===== src/rtl/core/dqe_pkg.sv =====
// ----------------------------------------------------------------------------
// dqe_pkg
// Shared constants, codes and controller/datapath types for the deque block.
// ----------------------------------------------------------------------------
package dqe_pkg;

  localparam int DQE_CAPACITY = 16;
  localparam int DATA_W       = 32;
  localparam int REQ_W        = 2;
  localparam int KIND_W       = 2;

  // Request codes carried on the input tuser.
  localparam logic [REQ_W-1:0] REQ_PUSH_FRONT = 2'd0;
  localparam logic [REQ_W-1:0] REQ_PUSH_BACK  = 2'd1;
  localparam logic [REQ_W-1:0] REQ_ERASE      = 2'd2;
  localparam logic [REQ_W-1:0] REQ_NONE       = 2'd3;

  // Result item kinds.
  localparam logic [KIND_W-1:0] KIND_FWD_HDR = 2'd0;
  localparam logic [KIND_W-1:0] KIND_REV_HDR = 2'd1;
  localparam logic [KIND_W-1:0] KIND_ELEM    = 2'd2;

  // How the datapath moves its walking index.
  typedef enum logic [2:0] {
    IDX_HOLD,
    IDX_ERASE,
    IDX_FIRST,
    IDX_LAST,
    IDX_INC,
    IDX_DEC
  } idx_op_e;

  typedef struct packed {
    logic               load_req;
    logic               ins_front;
    logic               ins_back;
    logic               set_drop;
    logic               dec_count;
    idx_op_e            idx_op;
    logic               rd_en;
    logic               rd_ahead;
    logic               shift_wr;
    logic               emit;
    logic [KIND_W-1:0]  kind;
    logic               last;
  } cmd_t;

  typedef struct packed {
    logic [REQ_W-1:0] req_type;
    logic             full;
    logic             erase_ok;
    logic             erase_tail;
    logic             more_fwd;
    logic             more_shift;
    logic             idx_zero;
    logic             count_zero;
    logic             out_free;
  } sts_t;

endpackage


===== src/rtl/core/deque_indexed_erase_dump.sv =====
// ----------------------------------------------------------------------------
// deque_indexed_erase_dump
// Double-ended list with push front/back, erase at position, full dump.
// ----------------------------------------------------------------------------
// Each request is accepted in the idle state and decoded and applied in the
// execute state, then the block streams 2 + 2*count result items, one per
// cycle while the output is not stalled. The entries live in a ring buffer
// with one write and one registered read port; a push at either end is a
// single write, while an erase at position p moves the count-p-1 entries
// behind it one place forward, one entry per cycle through that read port,
// before the dump begins. A new request is taken only once the previous one
// has handed its last item to the output register.
// ----------------------------------------------------------------------------
module deque_indexed_erase_dump #(
  parameter int CAPACITY = dqe_pkg::DQE_CAPACITY
) (
  input  logic        clk_i,
  input  logic        rst_ni,
  input  logic        s_axis_tvalid_i,
  output logic        s_axis_tready_o,
  input  logic [31:0] s_axis_tdata_i,   // [31:0] operand
  input  logic [1:0]  s_axis_tuser_i,   // [1:0] req_type
  output logic        m_axis_tvalid_o,
  input  logic        m_axis_tready_i,
  output logic [31:0] m_axis_tdata_o,   // [31:0] element
  output logic [2:0]  m_axis_tuser_o,   // [1:0] item_kind, [2] push_dropped
  output logic        m_axis_tlast_o    // last_of_run
);

  dqe_pkg::cmd_t cmd;
  dqe_pkg::sts_t sts;

  logic [dqe_pkg::KIND_W-1:0] out_kind;
  logic                       out_drop;

  dqe_ctrl u_ctrl (
    .clk_i      (clk_i),
    .rst_ni     (rst_ni),
    .in_valid_i (s_axis_tvalid_i),
    .in_ready_o (s_axis_tready_o),
    .sts_i      (sts),
    .cmd_o      (cmd)
  );

  dqe_dpath #(
    .CAPACITY (CAPACITY)
  ) u_dpath (
    .clk_i       (clk_i),
    .rst_ni      (rst_ni),
    .cmd_i       (cmd),
    .sts_o       (sts),
    .req_type_i  (s_axis_tuser_i),
    .operand_i   (s_axis_tdata_i),
    .out_valid_o (m_axis_tvalid_o),
    .out_ready_i (m_axis_tready_i),
    .out_kind_o  (out_kind),
    .out_data_o  (m_axis_tdata_o),
    .out_drop_o  (out_drop),
    .out_last_o  (m_axis_tlast_o)
  );

  assign m_axis_tuser_o = {out_drop, out_kind};

endmodule


===== src/rtl/core/dqe_ctrl.sv =====
// ----------------------------------------------------------------------------
// dqe_ctrl
// Sequencer: decodes a request, steps the erase shift and the two dump passes.
// ----------------------------------------------------------------------------
module dqe_ctrl (
  input  logic          clk_i,
  input  logic          rst_ni,
  input  logic          in_valid_i,
  output logic          in_ready_o,
  input  dqe_pkg::sts_t sts_i,
  output dqe_pkg::cmd_t cmd_o
);

  localparam logic [2:0] ST_IDLE   = 3'd0;
  localparam logic [2:0] ST_EXEC   = 3'd1;
  localparam logic [2:0] ST_SHIFT  = 3'd2;
  localparam logic [2:0] ST_HDR_F  = 3'd3;
  localparam logic [2:0] ST_ELEM_F = 3'd4;
  localparam logic [2:0] ST_HDR_R  = 3'd5;
  localparam logic [2:0] ST_ELEM_R = 3'd6;

  logic [2:0] state_q, state_d;

  always_ff @(posedge clk_i or negedge rst_ni) begin
    if (!rst_ni) begin
      state_q <= ST_IDLE;
    end else begin
      state_q <= state_d;
    end
  end

  always_comb begin
    state_d    = state_q;
    cmd_o      = '0;
    in_ready_o = 1'b0;
    case (state_q)
      ST_IDLE: begin
        in_ready_o = 1'b1;
        if (in_valid_i) begin
          cmd_o.load_req = 1'b1;
          state_d        = ST_EXEC;
        end
      end
      ST_EXEC: begin
        state_d = ST_HDR_F;
        case (sts_i.req_type)
          dqe_pkg::REQ_PUSH_FRONT: begin
            if (sts_i.full) cmd_o.set_drop = 1'b1;
            else            cmd_o.ins_front = 1'b1;
          end
          dqe_pkg::REQ_PUSH_BACK: begin
            if (sts_i.full) cmd_o.set_drop = 1'b1;
            else            cmd_o.ins_back = 1'b1;
          end
          dqe_pkg::REQ_ERASE: begin
            if (sts_i.erase_ok) begin
              if (sts_i.erase_tail) begin
                cmd_o.dec_count = 1'b1;
              end else begin
                // Fetch the entry behind the erased one to start the shift.
                cmd_o.idx_op   = dqe_pkg::IDX_ERASE;
                cmd_o.rd_en    = 1'b1;
                cmd_o.rd_ahead = 1'b1;
                state_d        = ST_SHIFT;
              end
            end
          end
          default: begin
          end
        endcase
      end
      ST_SHIFT: begin
        cmd_o.shift_wr = 1'b1;
        if (sts_i.more_shift) begin
          cmd_o.idx_op   = dqe_pkg::IDX_INC;
          cmd_o.rd_en    = 1'b1;
          cmd_o.rd_ahead = 1'b1;
        end else begin
          cmd_o.dec_count = 1'b1;
          state_d         = ST_HDR_F;
        end
      end
      ST_HDR_F: begin
        if (sts_i.out_free) begin
          cmd_o.emit = 1'b1;
          cmd_o.kind = dqe_pkg::KIND_FWD_HDR;
          if (sts_i.count_zero) begin
            state_d = ST_HDR_R;
          end else begin
            cmd_o.idx_op = dqe_pkg::IDX_FIRST;
            cmd_o.rd_en  = 1'b1;
            state_d      = ST_ELEM_F;
          end
        end
      end
      ST_ELEM_F: begin
        if (sts_i.out_free) begin
          cmd_o.emit = 1'b1;
          cmd_o.kind = dqe_pkg::KIND_ELEM;
          if (sts_i.more_fwd) begin
            cmd_o.idx_op = dqe_pkg::IDX_INC;
            cmd_o.rd_en  = 1'b1;
          end else begin
            state_d = ST_HDR_R;
          end
        end
      end
      ST_HDR_R: begin
        if (sts_i.out_free) begin
          cmd_o.emit = 1'b1;
          cmd_o.kind = dqe_pkg::KIND_REV_HDR;
          cmd_o.last = sts_i.count_zero;
          if (sts_i.count_zero) begin
            state_d = ST_IDLE;
          end else begin
            cmd_o.idx_op = dqe_pkg::IDX_LAST;
            cmd_o.rd_en  = 1'b1;
            state_d      = ST_ELEM_R;
          end
        end
      end
      ST_ELEM_R: begin
        if (sts_i.out_free) begin
          cmd_o.emit = 1'b1;
          cmd_o.kind = dqe_pkg::KIND_ELEM;
          cmd_o.last = sts_i.idx_zero;
          if (sts_i.idx_zero) begin
            state_d = ST_IDLE;
          end else begin
            cmd_o.idx_op = dqe_pkg::IDX_DEC;
            cmd_o.rd_en  = 1'b1;
          end
        end
      end
      default: begin
        state_d = ST_IDLE;
      end
    endcase
  end

endmodule


===== src/rtl/core/dqe_dpath.sv =====
// ----------------------------------------------------------------------------
// dqe_dpath
// Ring-buffer storage with head pointer and count, walking index, read
// register and the output register of the result stream.
// ----------------------------------------------------------------------------
module dqe_dpath #(
  parameter int CAPACITY = dqe_pkg::DQE_CAPACITY
) (
  input  logic                        clk_i,
  input  logic                        rst_ni,
  input  dqe_pkg::cmd_t               cmd_i,
  output dqe_pkg::sts_t               sts_o,
  input  logic [dqe_pkg::REQ_W-1:0]   req_type_i,
  input  logic [dqe_pkg::DATA_W-1:0]  operand_i,
  output logic                        out_valid_o,
  input  logic                        out_ready_i,
  output logic [dqe_pkg::KIND_W-1:0]  out_kind_o,
  output logic [dqe_pkg::DATA_W-1:0]  out_data_o,
  output logic                        out_drop_o,
  output logic                        out_last_o
);

  localparam int CW    = $clog2(CAPACITY + 1);
  localparam int PW    = (CAPACITY > 1) ? $clog2(CAPACITY) : 1;
  localparam int DEPTH = 1 << PW;

  logic [dqe_pkg::DATA_W-1:0] mem [DEPTH];

  logic [PW-1:0]                head_q, head_d;
  logic [CW-1:0]                count_q, count_d;
  logic [CW-1:0]                idx_q, idx_d;
  logic [dqe_pkg::REQ_W-1:0]    req_q;
  logic [dqe_pkg::DATA_W-1:0]   opnd_q;
  logic                         drop_q;
  logic [dqe_pkg::DATA_W-1:0]   rd_data_q;
  logic                         out_valid_q;
  logic [dqe_pkg::KIND_W-1:0]   out_kind_q;
  logic [dqe_pkg::DATA_W-1:0]   out_data_q;
  logic                         out_drop_q;
  logic                         out_last_q;

  logic [CW-1:0]                rd_idx;
  logic [PW-1:0]                rd_addr;
  logic                         wr_en;
  logic [PW-1:0]                wr_addr;
  logic [dqe_pkg::DATA_W-1:0]   wr_data;
  logic [CW-1:0]                pos;
  logic                         out_free;

  assign pos = opnd_q[CW-1:0];

  always_comb begin
    case (cmd_i.idx_op)
      dqe_pkg::IDX_ERASE: idx_d = pos;
      dqe_pkg::IDX_FIRST: idx_d = '0;
      dqe_pkg::IDX_LAST:  idx_d = count_q - CW'(1);
      dqe_pkg::IDX_INC:   idx_d = idx_q + CW'(1);
      dqe_pkg::IDX_DEC:   idx_d = idx_q - CW'(1);
      default:            idx_d = idx_q;
    endcase
  end

  // During the erase shift the read runs one entry ahead of the write.
  assign rd_idx  = idx_d + CW'(cmd_i.rd_ahead);
  assign rd_addr = head_q + rd_idx[PW-1:0];

  always_comb begin
    wr_en   = cmd_i.ins_front | cmd_i.ins_back | cmd_i.shift_wr;
    wr_data = cmd_i.shift_wr ? rd_data_q : opnd_q;
    if (cmd_i.ins_front) begin
      wr_addr = head_q - PW'(1);
    end else if (cmd_i.ins_back) begin
      wr_addr = head_q + count_q[PW-1:0];
    end else begin
      wr_addr = head_q + idx_q[PW-1:0];
    end
  end

  always_comb begin
    head_d  = cmd_i.ins_front ? head_q - PW'(1) : head_q;
    count_d = count_q;
    if (cmd_i.ins_front || cmd_i.ins_back) begin
      count_d = count_q + CW'(1);
    end else if (cmd_i.dec_count) begin
      count_d = count_q - CW'(1);
    end
  end

  always_ff @(posedge clk_i) begin
    if (wr_en) begin
      mem[wr_addr] <= wr_data;
    end
    if (cmd_i.rd_en) begin
      rd_data_q <= mem[rd_addr];
    end
  end

  always_ff @(posedge clk_i or negedge rst_ni) begin
    if (!rst_ni) begin
      head_q  <= '0;
      count_q <= '0;
      idx_q   <= '0;
      drop_q  <= 1'b0;
    end else begin
      head_q  <= head_d;
      count_q <= count_d;
      idx_q   <= idx_d;
      if (cmd_i.load_req) begin
        drop_q <= 1'b0;
      end else if (cmd_i.set_drop) begin
        drop_q <= 1'b1;
      end
    end
  end

  always_ff @(posedge clk_i) begin
    if (cmd_i.load_req) begin
      req_q  <= req_type_i;
      opnd_q <= operand_i;
    end
  end

  assign out_free = !out_valid_q || out_ready_i;

  always_ff @(posedge clk_i or negedge rst_ni) begin
    if (!rst_ni) begin
      out_valid_q <= 1'b0;
    end else if (cmd_i.emit) begin
      out_valid_q <= 1'b1;
    end else if (out_ready_i) begin
      out_valid_q <= 1'b0;
    end
  end

  always_ff @(posedge clk_i) begin
    if (cmd_i.emit) begin
      out_kind_q <= cmd_i.kind;
      out_last_q <= cmd_i.last;
      if (cmd_i.kind == dqe_pkg::KIND_ELEM) begin
        out_data_q <= rd_data_q;
        out_drop_q <= 1'b0;
      end else begin
        out_data_q <= '0;
        out_drop_q <= drop_q;
      end
    end
  end

  always_comb begin
    sts_o            = '0;
    sts_o.req_type   = req_q;
    sts_o.full       = (count_q == CW'(CAPACITY));
    sts_o.erase_ok   = (opnd_q[dqe_pkg::DATA_W-1:CW] == '0) && (pos < count_q);
    sts_o.erase_tail = (pos == count_q - CW'(1));
    sts_o.more_fwd   = ({1'b0, idx_q} + (CW+1)'(1)) < {1'b0, count_q};
    sts_o.more_shift = ({1'b0, idx_q} + (CW+1)'(2)) < {1'b0, count_q};
    sts_o.idx_zero   = (idx_q == '0);
    sts_o.count_zero = (count_q == '0);
    sts_o.out_free   = out_free;
  end

  assign out_valid_o = out_valid_q;
  assign out_kind_o  = out_kind_q;
  assign out_data_o  = out_data_q;
  assign out_drop_o  = out_drop_q;
  assign out_last_o  = out_last_q;

endmodule


===== config.mk =====
export PLATFORM = sky130hd
export DESIGN_NAME = deque_indexed_erase_dump
export DESIGN_NICKNAME = d
export VERILOG_FILES = /design/src/rtl/core/dqe_pkg.sv /design/src/rtl/core/deque_indexed_erase_dump.sv /design/src/rtl/core/dqe_ctrl.sv /design/src/rtl/core/dqe_dpath.sv
export SDC_FILE = /design/constraint.sdc
export NUM_CORES = 1
export LEC_CHECK = 0
export BUFFER_PORTS_ARGS = -buffer_cell sky130_fd_sc_hd__buf_2
export CORE_MARGIN = 2
export CORE_UTILIZATION = 26
export CTS_CLUSTER_DIAMETER = 60
export DETAILED_ROUTE_END_ITERATION = 7
export GPL_ROUTABILITY_DRIVEN = 0
export PLACE_DENSITY = 0.42
export SETUP_SLACK_MARGIN = 0.4
export SYNTH_ARGS = -nofsm -noshare
export SYNTH_HDL_FRONTEND = slang
export SYNTH_SLANG_ARGS = --single-unit

===== constraint.sdc =====
create_clock -name clk_i -period 6.9 [get_ports clk_i]
set_input_delay 1.035 -clock clk_i [delete_from_list [all_inputs] [get_ports clk_i]]
set_output_delay 1.035 -clock clk_i [all_outputs]
set_load 0.05 [all_outputs]

==> Word level (Yosys, flattened, before mapping) <==
Memory sizes are Yosys's and may differ from the RTL's. A register that Yosys moved wholly into a read port is not among the register bits.
Cells that the tools add are included.
{ "word_totals": {"register_bits": 89, "latch_bits": 0, "ram_bits": 512, "rom_bits": 0, "word_cells": 126, "n_memories": 1} }
{ "classes": {"add_sub_neg": 11, "n_mul": 0, "div_mod_pow": 0, "order_cmp": 3, "n_eq_ne": 24, "n_shift": 0, "muxes": 59, "bitwise_logic": 2, "reduce_logical": 14} }
{ "mem_list": {"columns": ["memory", "depth", "width", "read_ports", "rd_ports_with_merged_regs", "write_ports", "line", "rtl"], "rows": [
  ["u_dpath.mem", 16, 32, 1, 1, 1, "dqe_dpath.sv:27", "logic [dqe_pkg::DATA_W-1:0] mem [DEPTH];"]
]} }
{ "op_table": {"columns": ["cell", "count"], "rows": [
  ["$mux W3", 17],
  ["$mux W4", 10],
  ["$mux W32", 1],
  ["$logic_not A27 Y1", 1],
  ["$pmux W5 S5", 1],
  ["$pmux W4 S6", 1],
  ["$pmux W3 S7", 1],
  ["$mux W1", 19],
  ["$eq A3 B3 Y1 const B", 5],
  ["$mux W5", 3],
  ["$add A4 B4 Y4", 3],
  ["$eq A3 B2 Y1 const B", 4],
  ["$lt A6 B5 Y1", 2],
  ["$mux W6", 2],
  ["$pmux W3 S4", 1],
  ["$add A5 B1 Y5 const B", 2],
  ["$logic_not A5 Y1", 2],
  ["$ne A2 B1 Y1 const B", 5],
  ["$sub A5 B1 Y5 const B", 2],
  ["$reduce_and A8 Y1", 1],
  ["$add A5 B1 Y6 const B", 1],
  ["$add A5 B2 Y6 const B", 1],
  ["$eq A3 B1 Y1 const B", 2],
  ["$ne A2 B2 Y1 const B", 3],
  ["other kinds (16)", 23]
]} }

==> Depth between registers and ports, before layout <==
Gate-level depths: netlist (run 1).
{ "depth": {"depth_word": 10, "depth_mapped": 19} }

==> Modules after synthesis <==
A second synthesis (run 1) with hierarchy kept.
{ "unflattened": {"hier_cells": 1292, "hier_area_um2": 25687.1} }
{ "modules_own_cells": {"columns": ["module", "instances", "cells_each", "area_each_um2"], "rows": [
  ["dqe_dpath", 1, 1218, 25205.4],
  ["dqe_ctrl", 1, 73, 474.2],
  ["deque_indexed_erase_dump", 1, 1, 7.5]
]} }

==> Worst setup path before layout (run 1) <==
OpenSTA, ideal clock, no wires.
{ "synth_timing": {"kind": "register to register", "start": "register u_dpath.count_q[0]", "end": "memory u_dpath.mem[12][0] in the netlist's numbering, enable pin", "arrival_ps": 5446, "required_time_ps": 6439, "path_slack_ps": 993, "path_stages_with_launch": 17, "n_path_buf": 2, "synth_period_minus_slack_ps": 5907, "cell_sequence": "dfrtp_1 -> inv_1 -> ha_1 -> buf_2 -> nor3b_2 -> a21boi_2 -> nand2_1 -> o21ai_0 -> ha_1 -> a21o_1 -> a21oi_1 -> xnor2_1 -> xnor2_1 -> a21oi_1 -> a21oi_1 -> clkbuf_1 -> nor3_1"} }
{ "synth_between": {"elab_chain_len": 8, "elab_cells_between_ends": 12} }
{ "synth_lines": {"columns": ["item", "line", "rtl"], "rows": [
  ["start: declaration", "dqe_dpath.sv:30", "logic [CW-1:0] count_q, count_d;"],
  ["start signal: assignment", "dqe_dpath.sv:106", "count_q <= count_d;"],
  ["$eq A5 B5 Y1", "dqe_dpath.sv:152", "sts_o.full = (count_q == CW'(CAPACITY));"],
  ["$mux W1", "dqe_ctrl.sv:48, dqe_ctrl.sv:52", null],
  ["$mux W1", "dqe_ctrl.sv:46", "case (sts_i.req_type)"],
  ["$mux W3", "dqe_ctrl.sv:36", "case (state_q)"],
  ["$or A1 B1 Y1 (2 in series)", "dqe_dpath.sv:68", "wr_en = cmd_i.ins_front | cmd_i.ins_back | cmd_i.shift_wr;"],
  ["$mux W1", "dqe_dpath.sv:90", "if (wr_en) begin"],
  ["$mux W1 (not written as such)", "dqe_dpath.sv:91", "mem[wr_addr] <= wr_data;"],
  ["end: declaration", "dqe_dpath.sv:27", null]
]} }
Several ways; a longest one is shown, not always the timed one.

==> Worst setup path after layout (run 1) <==
{ "layout_timing": {"start": "register u_ctrl.state_q[0]", "end": "memory u_dpath.mem[6][31] in the netlist's numbering, enable pin"} }
{ "layout_between": {"elab_chain_len": 6, "elab_cells_between_ends": 10} }
{ "layout_lines": {"columns": ["item", "line", "rtl"], "rows": [
  ["start: declaration", "dqe_ctrl.sv:22", "logic [2:0] state_q, state_d;"],
  ["start signal: assignment", "dqe_ctrl.sv:28", "state_q <= state_d;"],
  ["$eq A3 B1 Y1", "dqe_ctrl.sv:36", null],
  ["$mux W3", "dqe_ctrl.sv:36", null],
  ["$or A1 B1 Y1 (2 in series)", "dqe_dpath.sv:68", null],
  ["$mux W1", "dqe_dpath.sv:90", null],
  ["$mux W1 (not written as such)", "dqe_dpath.sv:91", null]
]} }
Several ways; a longest one is shown, not always the timed one.

==> results of run 1 <==
-- per-layer routing --
metal  GRT usage  up-vias  routed length, um
met2       0.231      260              34000
met4      0.0401        2               1540
li1            -     5543                  -
met5           0        -                 13
met3      0.0191       87               2770
met1       0.171     6636              28900
-- cell usage in the layout, fill, tap and decap left out, types with 4 or more instances in the layout --
cell | synthesis | routed
clkbuf_16 | 0 | 71
dfrtp_1 | 19 | 19
and2_1 | 35 | 34
bufinv_16 | 0 | 8
clkbuf_1 | 36 | 17
nor3_1 | 16 | 8
nand2b_1 | 10 | 9
o21a_1 | 4 | 4
nor4_1 | 6 | 5
mux4_2 | 128 | 128
buf_4 | 3 | 31
nor2_1 | 22 | 18
xnor2_1 | 22 | 21
ha_1 | 27 | 27
clkinv_2 | 0 | 8
a31oi_1 | 4 | 4
inv_1 | 13 | 13
o21ai_0 | 19 | 19
inv_6 | 0 | 4
nor3_2 | 1 | 9
nand2_1 | 123 | 122
clkinv_1 | 0 | 8
edfxtp_1 | 614 | 614
a21o_1 | 6 | 6
nor2_4 | 0 | 4
xor2_1 | 6 | 6
mux2i_1 | 96 | 96
buf_2 | 6 | 75
nor2b_1 | 11 | 8
nand3_1 | 6 | 6
a21oi_1 | 15 | 15
buf_12 | 3 | 7
-- final timing paths --
path	from	end	slack [ps]	cells after the start
setup / recovery	u_ctrl.state_q[0]	u_dpath.mem[6][31]	1360	12
hold / removal	rst_ni	u_dpath.idx_q[4]	410	1
setup reg to reg	u_ctrl.state_q[0]	u_dpath.mem[6][31]	1360	12
hold reg to reg	u_dpath.drop_q	u_dpath.drop_q	510	2
max in group asynchronous	rst_ni	u_dpath.head_q[0]	6130	1
min in group clk_i	u_dpath.drop_q	u_dpath.drop_q	510	2
-- state kept, by name, summed over array words and instances (netlist names) --
name and cells:
u_dpath.mem 512, u_dpath.opnd_q 32, u_dpath.out_data_o 32, u_dpath.rd_data_q 32, u_dpath.count_q 5, u_dpath.idx_q 5, u_dpath.head_q 4, u_ctrl.state_q 3
u_dpath.out_kind_o 2, u_dpath.req_q 2, u_dpath.drop_q 1, u_dpath.out_drop_o 1, u_dpath.out_last_o 1, u_dpath.out_valid_o 1
-- cells in the mapped netlist (2+ instances only) --
cell,n
mux4_2,128
buf_12,3
nor4_1,6
fa_1,4
a21o_1,6
nand3_1,6
o22ai_1,2
buf_1,11
buf_6,2
and2_1,35
xor2_1,6
a211oi_1,3
a31oi_1,4
mux2i_1,96
o21ai_0,19
buf_4,3
clkbuf_1,36
o21bai_1,2
or2_2,3
ha_1,27
o21a_1,4
nor3_1,16
buf_2,6
edfxtp_1,614
nor2b_1,11
nand2_1,123
inv_1,13
dfrtp_1,19
a2111oi_4,2
nor2_1,22
nand4_1,3
xnor2_1,22
nand2b_1,10
a21oi_1,15
nor4b_2,3
and3_1,5
a32o_1,2
-- stage by stage --
step           std cells  setup WS (ps)  hold slack [ps]
2_1_floorplan       1326            993              454
3_3_place_gp        2665           1180              488
3_5_place_dp        2665           1150              489
4_1_cts             2788           1310              407
5_1_grt             2788           1000              452
6_report            2788           1360              411
-- cells by family (layout without fill, tap and decap cells) --
family,count (synthesis),count (layout),synth area share
adder cells (fa/ha/maj),31,31,0.0162
multiplexers,225,225,0.150
AND/OR/NAND/NOR,257,257,0.0507
XOR/XNOR,31,31,0.0122
buffers and inverters,75,250,0.0141
AO/OA/AOI/OAI,74,74,0.0221
flip-flops,633,633,0.735
-- area by class of cell --
| type | count | area (um2) |
|---|---|---|
| Fill cell | 9519 | 68000 |
| Sequential cell | 633 | 18900 |
| Multi-Input combinational cell | 618 | 6590 |
| Clock buffer | 88 | 1840 |
| Tap cell | 1287 | 1610 |
| Timing Repair Buffer | 113 | 748 |
| Clock inverter | 35 | 487 |
| Inverter | 14 | 52.6 |
==> impl_results.md, run 1 <==
* Antenna fix cells at 0
* Hold WC Path Type: in2async
* CP bufs+invs at 1
* Utilization after layout at 0.308
* First-pass GRT wire length at 97300 um
* Fin crit share at 0.803
* CP Capture Type: register
* WP data required at between 7000 and 8000 ps
* H-tree depth at 3
* Core Area at 98300 um2
* Ys async rst share at 0.0300
* Fin crit period at 5540 ps
* Slowest cell on the critical path: o21ai_0
* RSZ-0062 raised after global routing: no
* WL final at between 60000 and 70000 um
* Post-CTS Resized at 0
* Cell Area, Synth at 25700 um2
* Hold-fix buffers at CTS at 0
* Row count at ~120
* Fin. max-slew vios at 0
* Iter 0 DRT Violations at 896
* Post-CTS Repair Setup Buffers at 0
* Largest area contributor in the netlist: edfxtp_1
* Clock Skew at 32.0 ps
* YS warnings at 0
* Routed Antenna Nets at 0
* Finished Cell Area at 30200 um2
* Crit path DAT at around 5800 ps
* Syn Nets at 1395
* Initial Util at 0.262
* Largest net degree at the start of global routing at 65
* Share of layout cells above drive strength 1 at 0.260
* Setup TNS at 0 ps
* TritonCTS Buffers at 71
* CP Launch Type: register
* Crit-path most repeated cell: nand2_1
* Detailed-route wire length per cell at between 20 and 25 um
* Dpl hpwl at 35700 um
* 1st-pass router iterations at 5
* Area grow syn2layout at 17.5%
* Slew HR at 0.246
* Max Fclk at approximately 180 MHz
* Synth Flop Type: edfxtp_1
* Die height at 319 um
* CP peak stage delay at ~760 ps
* DR vias/cell at between 4 and 5
* Root Driver: clkbuf_16
* Synth unique cells at between 70 and 80
* Outcome: finished clean
* CP cell instances: nor4b_2, a21boi_2, nand2_1, nand2_1, o21ai_0, ha_1, fa_1, xnor2_1, o21ai_0, nand2_1, nor2_4, buf_4
* Nets at 1520
* Initial antenna violation count at 3
* # setup viols final at 0
* Worst-Skew Late Latency at just over 600 ps
* Full die area at 102000 um2
* Clock Sinks at 633
* Sequential area share after synthesis at 0.735
* Vias after detailed routing at 12528
* Max Cap Violations at 0
* CTS tree: yes
* IO buf count at 75
* Critical path class: reg2reg
* Top-area cell type share of the netlist area at 0.716
* Worst-path clk slew at roughly 60 ps
* Drc violations at 0
* CP Max Fanout at 32
* Clock Path Buffers at 3
* Grt ovf at 0
* Post-DP Area at 27900 um2
* IO Pins at 76
* Seq cells post-synth at approximately 630
* All-Layer GR Usage at 0.133
* Synthesized area per cell at 19.4 um2
* Number of global-route vias before repair at 13580
* Top delay family on crit path: simple AND/OR/NAND/NOR gates
* Gate Count Post-Synth at roughly 1300
* Die width at 319 um
* Slew @ Worst Pin at 1130 ps
* Final hold vios at 0
* EDFF count, synth at about 610
* Top cells by area, synth: edfxtp_1, mux4_2, mux2i_1
Power of run 1 is not shown: default switching activity piles up to over one toggle a cycle in this logic, so the estimate is an artifact.
==> run 2: changes to the inputs <==
--- a/config.mk
+++ b/config.mk
@@ -11,7 +11,7 @@
 export CTS_CLUSTER_DIAMETER = 60
 export DETAILED_ROUTE_END_ITERATION = 7
 export GPL_ROUTABILITY_DRIVEN = 0
-export PLACE_DENSITY = 0.42
+export PLACE_DENSITY = 0.43
 export SETUP_SLACK_MARGIN = 0.4
 export SYNTH_ARGS = -nofsm -noshare
 export SYNTH_HDL_FRONTEND = slang
==> constraint.sdc (replaced) <==
create_clock -name clk_i -period 4.9 [get_ports clk_i]
set_input_delay 0.735 -clock clk_i [delete_from_list [all_inputs] [get_ports clk_i]]
set_output_delay 0.735 -clock clk_i [all_outputs]
set_load 0.05 [all_outputs]
==> run 2 against run 1 <==
  * Via count increased by 6.6%
  * Die area unchanged
  * Sequential share of layout area decreased by 3.8 points
  * Clock skew increased by 12 ps
  * Hold slack got worse by 300 ps
  * Cell area increased by 6.4%
  * Cell count increased by 5.5%
  * First-iteration DRC count increased by 19%
  * Non-clock buffer count increased by 132
==> impl_results.md, run 2 (synthesized netlist as in run 1, its figures left out) <==
* Outcome: finished clean (unchanged)
* Row count at 115 (unchanged)
* Nets at 1661 (was 1520)
* All-Layer GR Usage at 0.140 (was 0.133)
* Reg with most FFs: u_dpath.mem (unchanged)
* Metal1 wirelength at 32300 um (was 28900 um)
* Origin of the worst setup path: u_dpath.idx_q[2] (was u_ctrl.state_q[0])
* Core Area at 98300 um2 (unchanged)
* Slew HR at 0.350 (was 0.246)
* Setup TNS at 0 ps (unchanged)
* Layout fillers at 9358 (was 9519)
* Hold-fix buffers at CTS at 0 (unchanged)
* Initial antenna violation count at 5 (was 3)
* Share of layout cells above drive strength 1 at 0.338 (was 0.260)
* Fin crit share at 0.978 (was 0.803)
* Worst-Skew Late Latency at 640 ps (was 620 ps)
* Clock Skew at 44.2 ps (was 32.0 ps)
* Die width at 319 um (unchanged)
* Met2 WL at 34100 um (was 34000 um)
* Area grow syn2layout at 25.1% (was 17.5%)
* Routed Antenna Nets at 0 (unchanged)
* Max Fclk at 209 MHz (was 181 MHz)
* Largest net degree at the start of global routing at 37 (was 65)
* CP Capture Type: register (unchanged)
* CP Max Fanout at 7 (was 32)
* H-tree depth at 3 (unchanged)
* # setup viols final at 0 (unchanged)
* IO Pins at 76 (unchanged)
* Critical path class: reg2reg (unchanged)
* Vias after detailed routing at 13358 (was 12528)
* Number of global-route vias before repair at 14181 (was 13580)
* R2R Path Start: u_dpath.idx_q[2] (was u_ctrl.state_q[0])
* Commonest non-fill, non-tap cell in the layout: edfxtp_1 (unchanged)
* Metal3 WL at 2930 um (was 2770 um)
* Detailed-route wire length per cell at 24.1 um (about the same)
* CTS tree: yes (unchanged)
* Antenna fix cells at 0 (unchanged)
* IO buf count at 75 (unchanged)
* DR vias/cell at 4.54 (was 4.49)
* Initial Util at 0.262 (unchanged)
* First-pass GRT wire length at 102000 um (was 97300 um)
* Max Cap Violations at 0 (unchanged)
* Largest register FFs at 512 (unchanged)
* WL final at 70900 um (was 67200 um)
* Full die area at 102000 um2 (unchanged)
* Iter 0 DRT Violations at 1065 (was 896)
* Root Driver: clkbuf_16 (unchanged)
* Slew @ Worst Pin at 973 ps (was 1130 ps)
* Drc violations at 0 (unchanged)
* Final hold vios at 0 (unchanged)
* Worst-path clk slew at 50 ps (was 60 ps)
* Hold WC Path Type: in2async (unchanged)
* 1st-pass router iterations at 5 (unchanged)
* TritonCTS Buffers at 80 (was 71)
* WP data required at 5270 ps (was 7110 ps)
* Fin. max-slew vios at 0 (unchanged)
* Fin crit period at 4790 ps (was 5540 ps)
* Commonest cells after routing, fill and taps aside: edfxtp_1, mux4_2, nand2_1 (unchanged)
* Die height at 319 um (unchanged)
* Max layer used: met4 (was met5)
* CP Launch Type: register (unchanged)
* Clock Path Buffers at 3 (unchanged)
* Clock Sinks at 633 (unchanged)
* Crit path DAT at 5160 ps (was 5750 ps)
* Grt ovf at 0 (unchanged)
* Dpl hpwl at 40900 um (was 35700 um)
* RSZ-0062 raised after global routing: yes (was no)
run 2: cell count changes in the layout (fill, tap and decap cells not counted), sizes merged:
cell	change
clkinv	+6
inv	+1
clkbuf	+18
buf	+128
clkinvlp	+5
bufinv	-6
run 2: metrics by stage:
stage	utilization	cells	hold slack, ps	worst slack [ps]	cell area, um2
final	0.328	2940	113	107	32200
after global routing	0.328	2940	130	-17.3	32200
after CTS	0.325	2929	98.3	116	32000
after detailed placement	0.297	2775	542	-117	29200
after global placement	0.297	2775	542	-233	29200
after floorplan	-	1326	439	-72.3	25900
run 2: final timing paths:
kind / cells after the start / slack [ps] / to
max in group asynchronous: 1 / 4360 / u_dpath.idx_q[0]
setup / recovery: 19 / 110 / u_dpath.rd_data_q[28]
hold reg to reg: 1 / 550 / u_dpath.out_data_o[17]
hold / removal: 1 / 110 / u_dpath.head_q[3]
setup reg to reg: 19 / 110 / u_dpath.rd_data_q[28]
min in group clk_i: 1 / 270 / u_dpath.opnd_q[20]
run 2: worst max-delay path, cell delays in order, from the launching register on:
cell and delay, ps:
dfrtp_1 390, ha_2 220, nand2_2 70, xnor2_2 130, ha_2 310, o21a_1 140, o21ai_2 60, o21ai_2 200
a21oi_4 100, or2_4 250, nor2_4 90, a21oi_2 30, a211o_1 270, fa_4 460, fa_4 870, buf_12 180
buf_4 190, mux4_2 300, mux2i_1 180, mux2i_1 90
run 2: routing by layer:
layer / global-route usage / vias to the layer above
met2: 0.229 / 299
met4: 0.0365 / 0
met1: 0.192 / 7107
met5: 0 / -
met3: 0.0242 / 97
li1: - / 5855
run 2: area by class of cell:
type	count	area [um2]	share of cell area
multi-input combinational	618	6850	0.213
clock buffer	102	2140	0.0664
clock inverter	41	350	0.0109
timing repair buffer	245	2280	0.0707
tap	1287	1610	0.0500
inverter	14	52.6	0.00163
sequential	633	18900	0.588
run 2: repair_timing:
action | in CTS | in global routing
resized for setup | 29 | 19
setup endpoints to repair | 32 | 135
pin swaps | 5 | 2
setup buffers | 10 | 8
cloned | 1 | 3
Power of run 2 is left out for the same reason.
